<file path="config.mk">
export PLATFORM = sky130hd
export DESIGN_NAME = console_register_command_parser
export DESIGN_NICKNAME = d
export VERILOG_FILES = /design/src/design/crcp_pkg.sv /design/src/design/crcp_ram.sv /design/src/design/console_register_command_parser.sv
export SDC_FILE = /design/constraint.sdc
export NUM_CORES = 1
export LEC_CHECK = 0
export ABC_CLOCK_PERIOD_IN_PS = 4500
export BUFFER_PORTS_ARGS = -buffer_cell sky130_fd_sc_hd__buf_2
export CAP_MARGIN = 15
export CORE_MARGIN = 4
export CORE_UTILIZATION = 60
export CTS_CLUSTER_SIZE = 24
export DETAILED_ROUTE_END_ITERATION = 8
export PLACE_DENSITY = 0.81
export SLEW_MARGIN = 25
export SYNTH_ARGS = -nofsm -noshare
export SYNTH_HDL_FRONTEND = slang
export SYNTH_SLANG_ARGS = --single-unit
</file>
<file path="constraint.sdc">
create_clock -name clk -period 4.5 [get_ports clk]
set_input_delay 0.225 -clock clk [delete_from_list [all_inputs] [get_ports clk]]
set_output_delay 0.225 -clock clk [all_outputs]
set_load 0.01 [all_outputs]
</file>
<file path="src/design/crcp_pkg.sv">
// Shared types and constants of the console register command parser.
`timescale 1ns / 1ps
package crcp_pkg;

  localparam int LINE_DEPTH_DEF = 32;
  localparam int MAG_W          = 17;

  localparam logic [MAG_W-1:0] MAG_CAP     = MAG_W'(100000);
  localparam logic [MAG_W-1:0] ADDR_MAX    = MAG_W'(64);
  localparam logic [MAG_W-1:0] IVL_MIN     = MAG_W'(100);
  localparam logic [MAG_W-1:0] IVL_MAX     = MAG_W'(5000);
  localparam logic [MAG_W-1:0] VAL_POS_MAX = MAG_W'(32767);
  localparam logic [MAG_W-1:0] VAL_NEG_MAX = MAG_W'(32768);

  localparam logic [7:0] CH_LF     = 8'd10;
  localparam logic [7:0] CH_CR     = 8'd13;
  localparam logic [7:0] CH_SPACE  = 8'h20;
  localparam logic [7:0] CH_TAB    = 8'h09;
  localparam logic [7:0] CH_DOLLAR = 8'h24;
  localparam logic [7:0] CH_PLUS   = 8'h2B;
  localparam logic [7:0] CH_MINUS  = 8'h2D;
  localparam logic [7:0] CH_ZERO   = 8'h30;
  localparam logic [7:0] CH_NINE   = 8'h39;
  localparam logic [7:0] CH_UP_S   = 8'h53;
  localparam logic [7:0] CH_LO_S   = 8'h73;
  localparam logic [7:0] CH_UP_R   = 8'h52;
  localparam logic [7:0] CH_LO_R   = 8'h72;
  localparam logic [7:0] CH_UP_T   = 8'h54;
  localparam logic [7:0] CH_LO_T   = 8'h74;

  typedef enum logic [3:0] {
    ST_NONE      = 4'd0,
    ST_WRITE     = 4'd1,
    ST_READ      = 4'd2,
    ST_INTERVAL  = 4'd3,
    ST_NO_DOLLAR = 4'd4,
    ST_BAD_ADDR  = 4'd5,
    ST_ADDR_RNG  = 4'd6,
    ST_BAD_VALUE = 4'd7,
    ST_IVL_RNG   = 4'd8,
    ST_BAD_INT   = 4'd9,
    ST_UNKNOWN   = 4'd10
  } status_t;

  typedef enum logic [1:0] {
    S_IDLE,
    S_SCAN,
    S_FIN
  } state_t;

  typedef enum logic [1:0] {
    CMD_S,
    CMD_R,
    CMD_T,
    CMD_X
  } cmd_t;

  typedef enum logic [1:0] {
    PH_BLANK,
    PH_DIG,
    PH_DONE
  } phase_t;

  typedef struct packed {
    phase_t           ph;
    logic [MAG_W-1:0] mag;
    logic             found;
    logic             neg;
  } fld_t;

  localparam fld_t FLD_CLR = '{ph: PH_BLANK, mag: '0, found: 1'b0, neg: 1'b0};

  function automatic cmd_t cmd_decode(logic [7:0] c);
    cmd_t k;
    k = CMD_X;
    if (c == CH_UP_S || c == CH_LO_S) k = CMD_S;
    else if (c == CH_UP_R || c == CH_LO_R) k = CMD_R;
    else if (c == CH_UP_T || c == CH_LO_T) k = CMD_T;
    return k;
  endfunction

  // one character of a decimal field: blanks, optional sign, digits
  function automatic fld_t fld_step(fld_t f, logic [7:0] c, logic allow_sign);
    fld_t        r;
    logic [20:0] acc;
    logic        is_dig;
    logic        is_blank;
    r        = f;
    is_dig   = (c >= CH_ZERO) && (c <= CH_NINE);
    is_blank = (c == CH_SPACE) || (c == CH_TAB);
    acc      = ({4'd0, f.mag} << 3) + ({4'd0, f.mag} << 1) + {17'd0, c[3:0]};
    case (f.ph)
      PH_BLANK: begin
        if (is_blank) begin
          r.ph = PH_BLANK;
        end else if (allow_sign && (c == CH_MINUS || c == CH_PLUS)) begin
          r.neg = (c == CH_MINUS);
          r.ph  = PH_DIG;
        end else if (is_dig) begin
          r.mag   = (acc > {4'd0, MAG_CAP}) ? MAG_CAP : acc[MAG_W-1:0];
          r.found = 1'b1;
          r.ph    = PH_DIG;
        end else begin
          r.ph = PH_DONE;
        end
      end
      PH_DIG: begin
        if (is_dig) begin
          r.mag   = (acc > {4'd0, MAG_CAP}) ? MAG_CAP : acc[MAG_W-1:0];
          r.found = 1'b1;
        end else begin
          r.ph = PH_DONE;
        end
      end
      default: r.ph = PH_DONE;
    endcase
    return r;
  endfunction

endpackage

</file>
<file path="src/design/crcp_ram.sv">
// Generic single-write, single-read RAM with registered read data.
`timescale 1ns / 1ps
module crcp_ram #(
  parameter int WIDTH = 8,
  parameter int DEPTH = 32
) (
  input  logic                     clk,
  input  logic                     we,
  input  logic [$clog2(DEPTH)-1:0] waddr,
  input  logic [WIDTH-1:0]         wdata,
  input  logic [$clog2(DEPTH)-1:0] raddr,
  output logic [WIDTH-1:0]         rdata
);

  logic [WIDTH-1:0] mem [DEPTH];

  always_ff @(posedge clk) begin
    if (we) begin
      mem[waddr] <= wdata;
    end
    rdata <= mem[raddr];
  end

endmodule

</file>
<file path="src/design/console_register_command_parser.sv">
// Console line buffer, echo and S/R/T command decoder (top level).
//
//   channel | dir | ports                                             | beat
//   in      | in  | in_valid, in_stall, in_rx_char                    | one character
//   out     | out | out_valid, out_stall, out_echo_en, out_echo_char, | one result per
//           |     | out_status, out_reg_addr, out_reg_value,          | character
//           |     | out_interval_ms                                   |
//
// An ordinary character is stored while the line has room; its result is loaded at accept.
// End of line with n stored characters: one memory read per stored character
// through the line RAM's single read port, then the status is formed in S_FIN.
// Empty line: its result is loaded at accept.
// Synchronous active-low reset clears the control state; line RAM is not cleared.
// Input is stalled while a line is scanned or while a held result is stalled.
`timescale 1ns / 1ps
module console_register_command_parser
  import crcp_pkg::*;
#(
  parameter int LINE_DEPTH = LINE_DEPTH_DEF
) (
  input  logic               clk,
  input  logic               rst_n,
  input  logic               in_valid,
  output logic               in_stall,
  input  logic [7:0]         in_rx_char,
  output logic               out_valid,
  input  logic               out_stall,
  output logic               out_echo_en,
  output logic [7:0]         out_echo_char,
  output logic [3:0]         out_status,
  output logic [6:0]         out_reg_addr,
  output logic signed [15:0] out_reg_value,
  output logic [12:0]        out_interval_ms
);

  localparam int AW = $clog2(LINE_DEPTH);
  localparam logic [AW-1:0] FILL_MAX = AW'(LINE_DEPTH - 1);

  state_t state_r, state_nxt;

  logic [AW-1:0] fill_r, fill_nxt;
  logic [AW-1:0] pos_r, pos_nxt;
  logic [AW-1:0] last_r, last_nxt;
  cmd_t          kind_r, kind_nxt;
  logic          dollar_r, dollar_nxt;
  fld_t          afld_r, afld_nxt;
  fld_t          vfld_r, vfld_nxt;

  logic          out_valid_r, out_valid_nxt;
  logic          echo_en_r, echo_en_nxt;
  logic [7:0]    echo_char_r, echo_char_nxt;
  status_t       status_r, status_nxt;
  logic [6:0]    addr_r, addr_nxt;
  logic [15:0]   value_r, value_nxt;
  logic [12:0]   ivl_r, ivl_nxt;

  logic          out_free;
  logic          in_acc;
  logic          is_eol;
  logic          ram_we;
  logic [AW-1:0] ram_raddr;
  logic [7:0]    ram_rdata;
  logic          out_load;
  logic          scan_last;

  status_t       fin_status;
  logic [6:0]    fin_addr;
  logic [15:0]   fin_value;
  logic [12:0]   fin_ivl;

  crcp_ram #(
    .WIDTH(8),
    .DEPTH(LINE_DEPTH)
  ) u_line_ram (
    .clk  (clk),
    .we   (ram_we),
    .waddr(fill_r),
    .wdata(in_rx_char),
    .raddr(ram_raddr),
    .rdata(ram_rdata)
  );

  assign out_free  = !out_valid_r || !out_stall;
  assign in_acc    = in_valid && !in_stall;
  assign is_eol    = (in_rx_char == CH_CR) || (in_rx_char == CH_LF);
  assign scan_last = (pos_r == last_r);

  // next state
  always_comb begin
    state_nxt = state_r;
    case (state_r)
      S_IDLE: if (in_acc && is_eol && fill_r != '0) state_nxt = S_SCAN;
      S_SCAN: if (scan_last) state_nxt = S_FIN;
      S_FIN:  if (out_free) state_nxt = S_IDLE;
      default: state_nxt = S_IDLE;
    endcase
  end

  // control outputs
  always_comb begin
    in_stall  = 1'b1;
    ram_we    = 1'b0;
    ram_raddr = '0;
    out_load  = 1'b0;
    case (state_r)
      S_IDLE: begin
        in_stall = !out_free;
        ram_we   = in_acc && !is_eol && (fill_r < FILL_MAX);
        out_load = in_acc && !(is_eol && fill_r != '0);
      end
      S_SCAN: ram_raddr = pos_r + AW'(1);
      S_FIN:  out_load = out_free;
      default: in_stall = 1'b1;
    endcase
  end

  // final status from the parse state
  always_comb begin
    fin_status = ST_UNKNOWN;
    fin_addr   = '0;
    fin_value  = '0;
    fin_ivl    = '0;
    case (kind_r)
      CMD_S: begin
        if (!dollar_r) fin_status = ST_NO_DOLLAR;
        else if (!afld_r.found) fin_status = ST_BAD_ADDR;
        else if (afld_r.mag > ADDR_MAX) fin_status = ST_ADDR_RNG;
        else if (!vfld_r.found) fin_status = ST_BAD_VALUE;
        else if (vfld_r.neg ? (vfld_r.mag > VAL_NEG_MAX) : (vfld_r.mag > VAL_POS_MAX))
          fin_status = ST_BAD_VALUE;
        else begin
          fin_status = ST_WRITE;
          fin_addr   = afld_r.mag[6:0];
          fin_value  = vfld_r.neg ? (16'd0 - vfld_r.mag[15:0]) : vfld_r.mag[15:0];
        end
      end
      CMD_R: begin
        if (!afld_r.found) fin_status = ST_BAD_ADDR;
        else if (afld_r.mag > ADDR_MAX) fin_status = ST_ADDR_RNG;
        else begin
          fin_status = ST_READ;
          fin_addr   = afld_r.mag[6:0];
        end
      end
      CMD_T: begin
        if (!afld_r.found) fin_status = ST_BAD_INT;
        else if (afld_r.mag < IVL_MIN || afld_r.mag > IVL_MAX) fin_status = ST_IVL_RNG;
        else begin
          fin_status = ST_INTERVAL;
          fin_ivl    = afld_r.mag[12:0];
        end
      end
      default: fin_status = ST_UNKNOWN;
    endcase
  end

  // datapath next values
  always_comb begin
    fill_nxt   = fill_r;
    pos_nxt    = pos_r;
    last_nxt   = last_r;
    kind_nxt   = kind_r;
    dollar_nxt = dollar_r;
    afld_nxt   = afld_r;
    vfld_nxt   = vfld_r;

    if (state_r == S_IDLE && in_acc) begin
      if (is_eol) begin
        fill_nxt = '0;
        pos_nxt  = '0;
        last_nxt = fill_r - AW'(1);
      end else if (fill_r < FILL_MAX) begin
        fill_nxt = fill_r + AW'(1);
      end
    end

    if (state_r == S_SCAN) begin
      pos_nxt = pos_r + AW'(1);
      if (pos_r == '0) begin
        kind_nxt   = cmd_decode(ram_rdata);
        dollar_nxt = 1'b0;
        afld_nxt   = FLD_CLR;
        vfld_nxt   = FLD_CLR;
      end else if (kind_r == CMD_S && !dollar_r && ram_rdata == CH_DOLLAR) begin
        dollar_nxt = 1'b1;
      end else if (!dollar_r) begin
        afld_nxt = fld_step(afld_r, ram_rdata, 1'b0);
      end else begin
        vfld_nxt = fld_step(vfld_r, ram_rdata, 1'b1);
      end
    end

    out_valid_nxt = out_load ? 1'b1 : (out_valid_r && out_stall);
    echo_en_nxt   = echo_en_r;
    echo_char_nxt = echo_char_r;
    status_nxt    = status_r;
    addr_nxt      = addr_r;
    value_nxt     = value_r;
    ivl_nxt       = ivl_r;
    if (out_load) begin
      addr_nxt  = '0;
      value_nxt = '0;
      ivl_nxt   = '0;
      if (state_r == S_FIN) begin
        echo_en_nxt   = 1'b1;
        echo_char_nxt = CH_LF;
        status_nxt    = fin_status;
        addr_nxt      = fin_addr;
        value_nxt     = fin_value;
        ivl_nxt       = fin_ivl;
      end else if (is_eol) begin
        echo_en_nxt   = 1'b1;
        echo_char_nxt = CH_LF;
        status_nxt    = ST_NONE;
      end else begin
        echo_en_nxt   = (fill_r < FILL_MAX);
        echo_char_nxt = (fill_r < FILL_MAX) ? in_rx_char : 8'd0;
        status_nxt    = ST_NONE;
      end
    end
  end

  always_ff @(posedge clk) begin
    if (!rst_n) begin
      state_r     <= S_IDLE;
      fill_r      <= '0;
      out_valid_r <= 1'b0;
    end else begin
      state_r     <= state_nxt;
      fill_r      <= fill_nxt;
      out_valid_r <= out_valid_nxt;
    end
  end

  always_ff @(posedge clk) begin
    pos_r       <= pos_nxt;
    last_r      <= last_nxt;
    kind_r      <= kind_nxt;
    dollar_r    <= dollar_nxt;
    afld_r      <= afld_nxt;
    vfld_r      <= vfld_nxt;
    echo_en_r   <= echo_en_nxt;
    echo_char_r <= echo_char_nxt;
    status_r    <= status_nxt;
    addr_r      <= addr_nxt;
    value_r     <= value_nxt;
    ivl_r       <= ivl_nxt;
  end

  assign out_valid       = out_valid_r;
  assign out_echo_en     = echo_en_r;
  assign out_echo_char   = echo_char_r;
  assign out_status      = status_r;
  assign out_reg_addr    = addr_r;
  assign out_reg_value   = value_r;
  assign out_interval_ms = ivl_r;

  a_fill_bound: assert property (@(posedge clk) disable iff (!rst_n)
    fill_r <= FILL_MAX)
    else $error("line fill count beyond store depth");

  a_scan_bound: assert property (@(posedge clk) disable iff (!rst_n)
    state_r == S_SCAN |-> pos_r <= last_r)
    else $error("scan position past end of line");

  a_fin_status: assert property (@(posedge clk) disable iff (!rst_n)
    state_r == S_FIN && out_free |=> out_valid_r && status_r != ST_NONE && echo_en_r)
    else $error("end of line beat without status");

  a_drop_quiet: assert property (@(posedge clk) disable iff (!rst_n)
    out_valid_r && !echo_en_r |-> status_r == ST_NONE && echo_char_r == 8'd0)
    else $error("dropped character beat carries data");

endmodule
</file>
==> summary.md, run 1 <==
| Metric | Value |
|---|---|
| Sw Pwr | 1.48 mW |
| Hold Crit Endpoint | u_line_ram.mem[30][1] |
| FP Rows | 63 |
| Antenna-violating nets left | 0 |
| Ports | 63 |
| Worst Hold Class | in -> reg |
| Starting DRT DRC Count | 1307 |
| Power density over cell area | 370 nW/um2 |
| RePlAce Congestion | 0.880 |
| Die area | 33300 um2 |
| Footprint of the multi-input gates | 6820 um2 |
| Sequential share of power | 0.515 |
| Via density | 6.32 |
| Slew HR | 0.383 |
| Syn nets | 1501 |
| R2R cell count | 12 |
| Internal | 6.06 mW |
| Number of distinct library cells after synthesis | 83 |
| Die width | 183 um |
| RSZ-0062 raised after global routing | false |
| Clock-pin slew on the worst setup and hold paths | 0.06 ns |
| Fill cells | 1991 |
| Post-CTS setup repair buffer count | 0 |
| First drt pass iteration count | 5 |
| Wire length per cell | 20.7 um |
| Clock share of power | 0.456 |
| Final period util | 0.919 |
| Setup Skew | 0.0302 ns |
| Top_reg_cell synth | edfxtp_1 |
| Reg area | 11100 um2 |
| Clk_lat worst skew | 0.54 ns |
| Synth warn | 0 |
| FF-to-FF Start | vfld_r[4] |
| Layout cells sized above 1 | 0.132 |
| Yosys reg bits | 375 |
| WHS | 0.0746 ns |
| Dpl hpwl | 25600 um |
| Status | complete, no violations |
| Clk root buf | clkbuf_16 |
| Switching Fraction | 0.197 |
| First-pass GRT wire length | 62700 um |
| Slowest Stage Delay on Critical Path | 0.52 ns |
| # diodes | 0 |
| Pin count of the biggest net entering global routing | 67 |
| Worst hold start | in_rx_char[1] |
| Post-synth EDFFs | 359 |
| Worst Path Buf+Inv | 2 |
| R2R Setup Slk | 0.37 ns |
| Worst VDD drop | 0.386 mV |
| Final setup vio count | 0 |
| Layout area overhead | 11.5% |
| Grt total ovfl | 0 |
| Layout Nets | 1560 |
| Crit path cell chain | inv_1 -> fa_1 -> inv_1 -> fa_1 -> a211oi_1 -> nor2_1 -> a221oi_1 -> a211oi_1 -> a2111o_1 -> a22oi_2 -> and3_1 -> a22o_2 |
| Syn avg cell area | 13.0 um2 |
| Vias | 11900 |
| Clock sinks | 375 |
| Port bufs | 62 |
| Logic pwr share | 0.030 |
| Chip height | 183 um |
| Final Max Slew Viols | 0 |
| Worst setup SP type | flip-flop |
| Max cap viols | 0 |
| Dpl cells | 1817 |
| Initial Util | 0.612 |
| Worst-Margin Slew | 0.925 ns |
| Critical path arrival | 4.53 ns |
| Delay-heaviest family, CP | compound AO/OA/AOI/OAI gates |
| DRC viols | 0 |
| Post-synthesis cell count | 1410 |
| Lkg Pwr | 7.24 nW |
| Hold Path Depth | 1 |
| Initial antenna violation count | 0 |
| Max Clock Freq | 242 MHz |
| Most frequent cells in the layout | edfxtp_1 (359), nand2_1 (119), nor2_1 (103) |
| H-tree depth | 2 |
| Most common cell after layout, fill and taps aside | edfxtp_1 |
| Hold Vio Cnt, Final | 0 |
| Req. time, crit path | 4.89 ns |
| Slowest cell on the critical path | edfxtp_1 |
| Crit-path max FO | 10 |
| FF-to-FF End | vfld_r[2] |
| Post-Route WL | 39200 um |
| CP Class | reg -> reg |
| CTS tree | built |
| Min cycle time layout | 4.13 ns |
| Seq/Total Area, Yosys | 0.607 |
| CTS Buffer Depth | 3 |
| Number of global-route vias before repair | 11700 |
| CP Capture Type | flip-flop |
| Cell Area, Synth | 18300 um2 |
| GRT Overall Usage | 0.234 |
| Core ar. | 29900 um2 |
| Post-synthesis async set-or-reset flop share | 0 |
| Cts bufs inserted | 39 |
| Finished Layout Cells | 1889 |
| Setup TNS | 0 ns |
-- repair_timing --
action | CTS | global route
hold endpoints to repair | 1 | 0
resized for setup | 0 | 0
hold buffers | 1 | 0
-- power by group through the flow --
stage               clock network, mW  logic [mW]  registers, mW
floorplan                           0       0.102           3.96
global placement                    0       0.212           3.95
detailed placement                  0       0.220           3.95
CTS                              3.48       0.223           3.88
global route                     3.63       0.247           3.88
finish                           3.44       0.223           3.88
-- layer usage --
layer / wire (um) / up-vias / global-route usage
met5: 0 / - / 0
met4: 869 / 0 / 0.0648
met3: 2800 / 81 / 0.0365
met2: 19000 / 467 / 0.383
met1: 16500 / 5844 / 0.331
li1: - / 5552 / -
-- how the worst max path moves through the flow --
stage	startpoint	end	slack (ns)	cells after the start
3_5_place_dp	vfld_r[4]	vfld_r[2]	0.42	12
6_report	vfld_r[4]	vfld_r[2]	0.37	12
5_1_grt	vfld_r[4]	vfld_r[4]	0.10	12
3_3_place_gp	vfld_r[4]	vfld_r[2]	0.47	12
4_1_cts	vfld_r[4]	vfld_r[2]	0.39	12
2_1_floorplan	vfld_r[4]	vfld_r[2]	0.68	14
-- logic make-up after synthesis --
group,after synthesis,share of synthesized area
simple gates,422,0.115
flops,375,0.607
buf+inv,96,0.0213
compound gates,308,0.122
mux,84,0.0570
xor+xnor,46,0.0220
fa+ha+maj,79,0.0557
-- per-stage QoR --
stage	total power, mW	utilization	area (um2)	worst slack (ns)
6_report	7.54	0.682	20400	0.367
3_5_place_dp	4.17	0.636	19000	0.418
5_1_grt	7.76	0.682	20400	0.104
3_3_place_gp	4.16	0.636	19000	0.473
4_1_cts	7.58	0.682	20400	0.394
2_1_floorplan	4.07	-	18300	0.681
-- cells in the mapped netlist (5+ instances only) --
master	instances	area (um2)
a211oi_1	67	503
a21boi_0	5	37.5
a21o_1	17	128
a21oi_1	54	270
a22o_1	9	78.8
a22o_2	11	110
a311oi_1	17	149
a31oi_1	25	156
and2_1	62	388
and3_1	6	37.5
buf_2	10	50.1
clkbuf_1	48	180
dfxtp_1	16	320
edfxtp_1	359	10800
ha_1	75	938
inv_1	31	116
mux2i_1	67	671
mux4_2	16	360
nand2_1	120	450
nand2b_1	9	56.3
nand3_1	22	110
nand3b_1	7	52.6
nand4_1	7	43.8
nor2_1	106	398
nor2b_1	9	56.3
nor3_1	24	120
nor3b_1	6	45.0
nor4_1	13	81.3
o211a_1	5	50.1
o21a_1	7	52.6
o21ai_0	39	195
or2_2	5	31.3
or3_1	5	31.3
xnor2_1	24	210
xor2_1	22	193
-- registers in the layout (all words and copies together) (netlist names) --
| signal | flops |
|---|---|
| afld_r | 20 |
| dollar_r | 1 |
| fill_r | 5 |
| kind_r | 2 |
| last_r | 5 |
| out_echo_char | 8 |
| out_echo_en | 1 |
| out_interval_ms | 13 |
| out_reg_addr | 7 |
| out_reg_value | 16 |
| out_status | 4 |
| out_valid | 1 |
| pos_r | 5 |
| state_r | 2 |
| u_line_ram.mem | 256 |
| u_line_ram.rdata | 8 |
| vfld_r | 21 |
-- worst reg2reg max path, cell delays in order (launching register included) --
cell	delay [ns]
edfxtp_1	0.52
inv_1	0.11
fa_1	0.51
inv_1	0.07
fa_1	0.46
a211oi_1	0.46
nor2_1	0.15
a221oi_1	0.34
a211oi_1	0.16
a2111o_1	0.33
a22oi_2	0.31
and3_1	0.41
a22o_2	0.19
-- cell type report --
| type | count | share of cell area |
|---|---|---|
| clock buffers | 46 | 0.0492 |
| multi-input cells | 939 | 0.334 |
| flip-flops and latches | 375 | 0.544 |
| repair buffers | 81 | 0.0230 |
| clock inverters | 25 | 0.0190 |
| well taps | 390 | 0.0239 |
| inverters | 33 | 0.00608 |
(Power assumes the default switching activity.)
==> run 2: changes to the inputs <==
ABC_AREA = 1   (was not set)
==> summary.md, run 2 <==
| Metric | Value |
|---|---|
| Status | complete, no violations |
| Seq/Total Area, Yosys | 0.582 |
| Syn nets | 1995 |
| Initial Util | 0.606 |
| Number of distinct library cells after synthesis | 46 |
| Syn avg cell area | 10.0 um2 |
| Post-synthesis cell count | 1904 |
| Chip height | 186 um |
| Via density | 6.02 |
| Layout area overhead | 9.63% |
| Req. time, crit path | 4.77 ns |
| Max reg flops | 256 |
| Max cap viols | 0 |
| Top reg by flops | u_line_ram.mem |
| Min cycle time layout | 3.53 ns |
| Finished Layout Cells | 2385 |
| Power density over cell area | 338 nW/um2 |
| Yosys reg bits | 375 |
| Post-Route WL | 45000 um |
| Slew HR | 0.287 |
| Worst-Margin Slew | 1.07 ns |
| Most common cell in the synthesized netlist | edfxtp_1 |
| First-pass GRT wire length | 70900 um |
| Worst setup SP type | flip-flop |
| Layout Nets | 2048 |
| Die area | 34700 um2 |
| Total Power | 7.07 mW |
| Grt total ovfl | 0 |
| RePlAce Congestion | 0.901 |
| Port bufs | 62 |
| FF-to-FF Start | afld_r[2] |
| Dpl cells | 2316 |
| Fill cells | 2337 |
| Initial antenna violation count | 0 |
| Worst hold start | in_rx_char[5] |
| Critical path arrival | 3.81 ns |
| Post_cts resized | 0 |
| Top_reg_cell synth | edfxtp_1 |
| CP Class | reg -> reg |
| Final setup vio count | 0 |
| CTS tree | built |
| Worst Hold Class | in -> reg |
| Delay-heaviest family, CP | simple AND/OR/NAND/NOR gates |
| Most common cell after layout, fill and taps aside | edfxtp_1 |
| Final Max Slew Viols | 0 |
| Crit path cell chain | inv_1 -> fa_1 -> inv_1 -> fa_1 -> nand3_1 -> nand2_1 -> nand2_1 -> nand2_1 -> nand2_1 -> nand2_1 -> nand2_1 -> nand2_1 -> nand2_1 -> nand3_2 -> nor2_4 -> nand2_1 -> o21ai_0 -> inv_1 |
| Synth warn | 0 |
| Slowest cell on the critical path | fa_1 |
| Compound-cell area share of the yosys netlist | 0.109 |
| Mux share of post-synthesis cell area | 0 |
| Clock sinks | 375 |
| RSZ-0062 raised after global routing | false |
| Worst Setup SP | afld_r[2] |
| Worst VDD drop | 0.423 mV |
| DRC viols | 0 |
| Dpl hpwl | 29300 um |
| Post-route cell area | 20900 um2 |
| Top cell type's share of synthesized area | 0.565 |
| Most frequent cells in the layout | edfxtp_1 (359), nor2_1 (305), nand2_1 (291) |
| Clk_lat worst skew | 0.54 ns |
| Post-CTS setup repair buffer count | 0 |
| # diodes | 0 |
| GRT Overall Usage | 0.255 |
| Critical Path Most Common Cell | nand2_1 |
| Wire length per cell | 18.8 um |
| Setup Skew | 0.0225 ns |
| Worst Path Buf+Inv | 3 |
| Post-Synth XOR/XNOR Area | 0.0106 |
| CP Capture Type | flip-flop |
| Adder-Cell Fraction of Synth Area | 0.0534 |
| Layout cells sized above 1 | 0.116 |
| Commonest cells post-synth | edfxtp_1 (359), nor2_1 (305), nand2_1 (291) |
| H-tree depth | 2 |
| Final period util | 0.786 |
| Pin count of the biggest net entering global routing | 69 |
| Top Registers | u_line_ram.mem (256), vfld_r (21), afld_r (20) |
| Post-synthesis async set-or-reset flop share | 0 |
| Ports | 63 |
| Cell Area, Synth | 19100 um2 |
| Max Clock Freq | 283 MHz |
| Simple-gate portion of the synthesized area | 0.194 |
| Vias | 14300 |
| Die width | 186 um |
| Cts bufs inserted | 39 |
| Number of global-route vias before repair | 13700 |
| Hold Vio Cnt, Final | 0 |
| Area after DPL | 19700 um2 |
| Starting DRT DRC Count | 1557 |
| Synth area leader | edfxtp_1 |
| Setup TNS | 0 ns |
| Crit-path max FO | 12 |
| Clock-pin slew on the worst setup and hold paths | 0.06 ns |
| Ranking of synthesized cells by area | edfxtp_1 (57%), nor2_1 (6.0%), nand2_1 (5.7%) |
| CTS Buffer Depth | 3 |
| Lkg Pwr | 8.01 nW |
| Core ar. | 31500 um2 |
| Largest family of logic cells by synthesized area | simple AND/OR/NAND/NOR gates |
| Clk root buf | clkbuf_16 |
| Slowest Stage Delay on Critical Path | 0.55 ns |
| First drt pass iteration count | 6 |
| FP Rows | 65 |
| Post-synth EDFFs | 359 |
| Antenna-violating nets left | 0 |
## run 2: layer usage
layer  vias up  global-route usage  wire length, um
met5         -                   0                0
met4         0              0.0758             1170
met2       717               0.428            21700
li1       6774                   -                -
met3       108              0.0342             3530
met1      6748               0.351            18600
## run 2: final timing paths
path	to	depth (start not counted)	slack (ns)
worst min-delay path	out_echo_char[5]	3	0.10
worst min register to register	fill_r[1]	2	0.54
worst max register to register	afld_r[7]	18	0.97
worst max-delay path	afld_r[7]	18	0.97
## run 2: cells by family (layout without fill, tap and decap cells)
logic type,after synthesis,after routing
xor+xnor,23,23
simple gates,836,836
fa+ha+maj,79,79
buf+inv,237,316
flops,375,375
compound gates,354,354
## run 2: worst reg2reg max path, delay by kind of cell (launching register included)
family | cells | cell delay (ns)
buffers and inverters | 3 | 0.27
flip-flops | 1 | 0.42
AND/OR/NAND/NOR | 12 | 1.38
AO/OA/AOI/OAI | 1 | 0.22
adder cells (fa/ha/maj) | 2 | 1.01
## run 2: cell type report
cell class                 count  area (um2)  area share
sequential                   375       11100       0.531
clock buffer                  51        1020      0.0488
clock inverter                16         121     0.00581
tap                          402         503      0.0241
timing repair buffer          82         490      0.0235
inverter                     167         628      0.0300
multi-input combinational   1292        7040       0.337
## run 2: power breakdown
part           internal, mW  switching, mW  leakage [nW]
sequential             3.86         0.0174          3.41
combinational        0.0643          0.170          4.05
clock                  1.66           1.29         0.552
## run 2: per-stage QoR
step                hold WS, ns  setup WS [ns]  utilization
global placement          0.498           1.19        0.627
finish                    0.104          0.965        0.664
floorplan                 0.324          0.731            -
global route              0.132          0.632        0.664
detailed placement        0.488           1.01        0.627
CTS                      0.0923          0.983        0.664
## run 2: repair_timing
item,CTS,global route
hold buffers,2,0
endpoints found under the hold margin,4,0
setup endpoints to repair,0,0
==> run 3: changes to the inputs <==
ABC_CLOCK_PERIOD_IN_PS = 2890   (was 4500)
CORE_UTILIZATION = 57   (was 60)
clock period = 2.89 ns   (was 4.5 ns; I/O delays follow)
==> summary.md, run 3 (synthesis gave the netlist of run 2 again) <==
| Metric | Value |
|---|---|
| Slack of the critical path | -0.143 ns |
| Starting DRT DRC Count | 1658 |
| Switching Fraction | 0.208 |
| Grt total ovfl | 0 |
| Max cap viols | 0 |
| FF-to-FF Start | afld_r[4] |
| Pin count of the biggest net entering global routing | 96 |
| Critical path arrival | 3.32 ns |
| GRT busiest layer | met2 |
| Worst setup SP type | flip-flop |
| Setup Skew | 0.0171 ns |
| Initial antenna violation count | 1 |
| # diodes | 0 |
| Logic pwr share | 0.038 |
| Global Route met2 Usage | 0.425 |
| CP Class | reg -> reg |
| Die width | 191 um |
| GRT Overall Usage | 0.250 |
| Layout cells sized above 1 | 0.215 |
| Worst VDD drop | 0.590 mV |
| Wire length per cell | 19.0 um |
| Top Registers | u_line_ram.mem (256), vfld_r (21), afld_r (20) |
| Status | finished, violations left |
| Max Clock Freq | 330 MHz |
| Post-Route WL | 47800 um |
| DRC viols | 0 |
| Met1 usage in global routing | 0.335 |
| Clock share of power | 0.433 |
| Finished Layout Cells | 2514 |
| Most frequent cells in the layout | edfxtp_1 (359), nor2_1 (288), nand2_1 (256) |
| FP Rows | 66 |
| Clock sinks | 375 |
| Req. time, crit path | 3.18 ns |
| Number of global-route vias before repair | 14200 |
| Dpl cells | 2431 |
| Chip height | 191 um |
| RSZ-0062 raised after global routing | true |
| Worst Hold Class | in -> reg |
| Antenna-violating nets left | 0 |
| Slew HR | 0.424 |
| Final Max Slew Viols | 0 |
| Global Route met3 Usage | 0.0325 |
| Clk_lat worst skew | 0.54 ns |
| Initial Util | 0.582 |
| Clock-pin slew on the worst setup and hold paths | 0.06 ns |
| Final setup vio count | 27 |
| Top reg by flops | u_line_ram.mem |
| Area after DPL | 20400 um2 |
| Sw Pwr | 2.37 mW |
| Failing checks | negative setup slack |
| H-tree depth | 2 |
| Layout Nets | 2137 |
| First-pass GRT wire length | 73300 um |
| Die area | 36400 um2 |
| Post-route cell area | 22500 um2 |
| Via density | 5.97 |
| Vias | 15000 |
| Crit-path max FO | 5 |
| CTS Buffer Depth | 3 |
| Layout area overhead | 17.9% |
| CTS tree | built |
| Hold Vio Cnt, Final | 0 |
| Worst Setup SP | afld_r[4] |
| Min cycle time layout | 3.03 ns |
| Clk root buf | clkbuf_16 |
| Ports | 63 |
| Core ar. | 32800 um2 |
| Final period util | 1.05 |
| Sequential share of power | 0.529 |
| Port bufs | 62 |
| First drt pass iteration count | 6 |
| Internal | 9.05 mW |
| Most common cell after layout, fill and taps aside | edfxtp_1 |
| Dpl hpwl | 30900 um |
| Worst-Margin Slew | 0.861 ns |
| RePlAce Congestion | 0.938 |
| CP Capture Type | flip-flop |
| Cts bufs inserted | 38 |
| Power density over cell area | 508 nW/um2 |
| Max reg flops | 256 |
| Worst hold start | in_rx_char[7] |
| Lkg Pwr | 8.60 nW |
-- run 3: area by class of cell --
type | instances | area [um2]
inverter | 167 | 628
clock inverter | 20 | 248
fill | 2299 | 10300
multi-input combinational | 1292 | 7660
clock buffer | 46 | 991
sequential | 375 | 11100
tap | 442 | 553
timing repair buffer | 172 | 1300
-- run 3: critical path, cell delays in order (launching register included) --
cell	delay, ns
edfxtp_1	0.38
inv_2	0.06
fa_1	0.55
inv_2	0.05
buf_4	0.14
ha_4	0.26
nand2_1	0.05
nor2_1	0.11
nand2_1	0.09
nand3_2	0.08
nand2_2	0.07
nand2_4	0.08
nand2_2	0.06
nand3b_1	0.11
nand2_1	0.10
nor2_2	0.13
nand2_2	0.14
clkbuf_16	0.20
nand3_2	0.07
a21oi_2	0.05
-- run 3: metal layers --
layer  up-vias  wire length (um)
met5         -                12
met4         2              1690
met3       119              3690
met2       687             23600
met1      7246             18800
li1       6957                 -
-- run 3: timing repair --
action | 4_1_cts | 5_1_grt
setup endpoints to repair | 34 | 117
pin swaps | 7 | 54
cloned | 0 | 3
hold buffers | 3 | 0
endpoints found under the hold margin | 9 | 0
setup buffers | 0 | 11
gates resized for setup | 25 | 148
-- run 3: path summary, 6_finish.rpt --
| path | end | slack, ns | cells after the start |
|---|---|---|---|
| max | afld_r[4] | -0.14 | 19 |
| min reg2reg | fill_r[0] | 0.55 | 1 |
| max reg2reg | afld_r[4] | -0.14 | 19 |
| min | out_echo_char[7] | 0.03 | 3 |
-- run 3: power by group through the flow --
stage	Combinational, mW	Sequential (mW)	Clock, mW
CTS	0.400	6.03	4.99
finish	0.433	6.03	4.95
detailed placement	0.389	6.15	0
global route	0.469	6.04	5.22
global placement	0.379	6.15	0
floorplan	0.166	6.17	0
-- run 3: per-stage QoR --
step | worst slack (ns) | hold WS (ns) | util | power, mW | TNS (ns)
after floorplan | 0.0380 | 0.243 | - | 6.34 | 0
after global placement | -0.112 | 0.425 | 0.623 | 6.53 | -1.54
after detailed placement | -0.153 | 0.436 | 0.623 | 6.54 | -3.06
after CTS | 0.00160 | 0.0178 | 0.663 | 11.4 | 0
after global routing | -0.236 | 0.0338 | 0.686 | 11.7 | -5.82
final | -0.143 | 0.0294 | 0.686 | 11.4 | -1.94
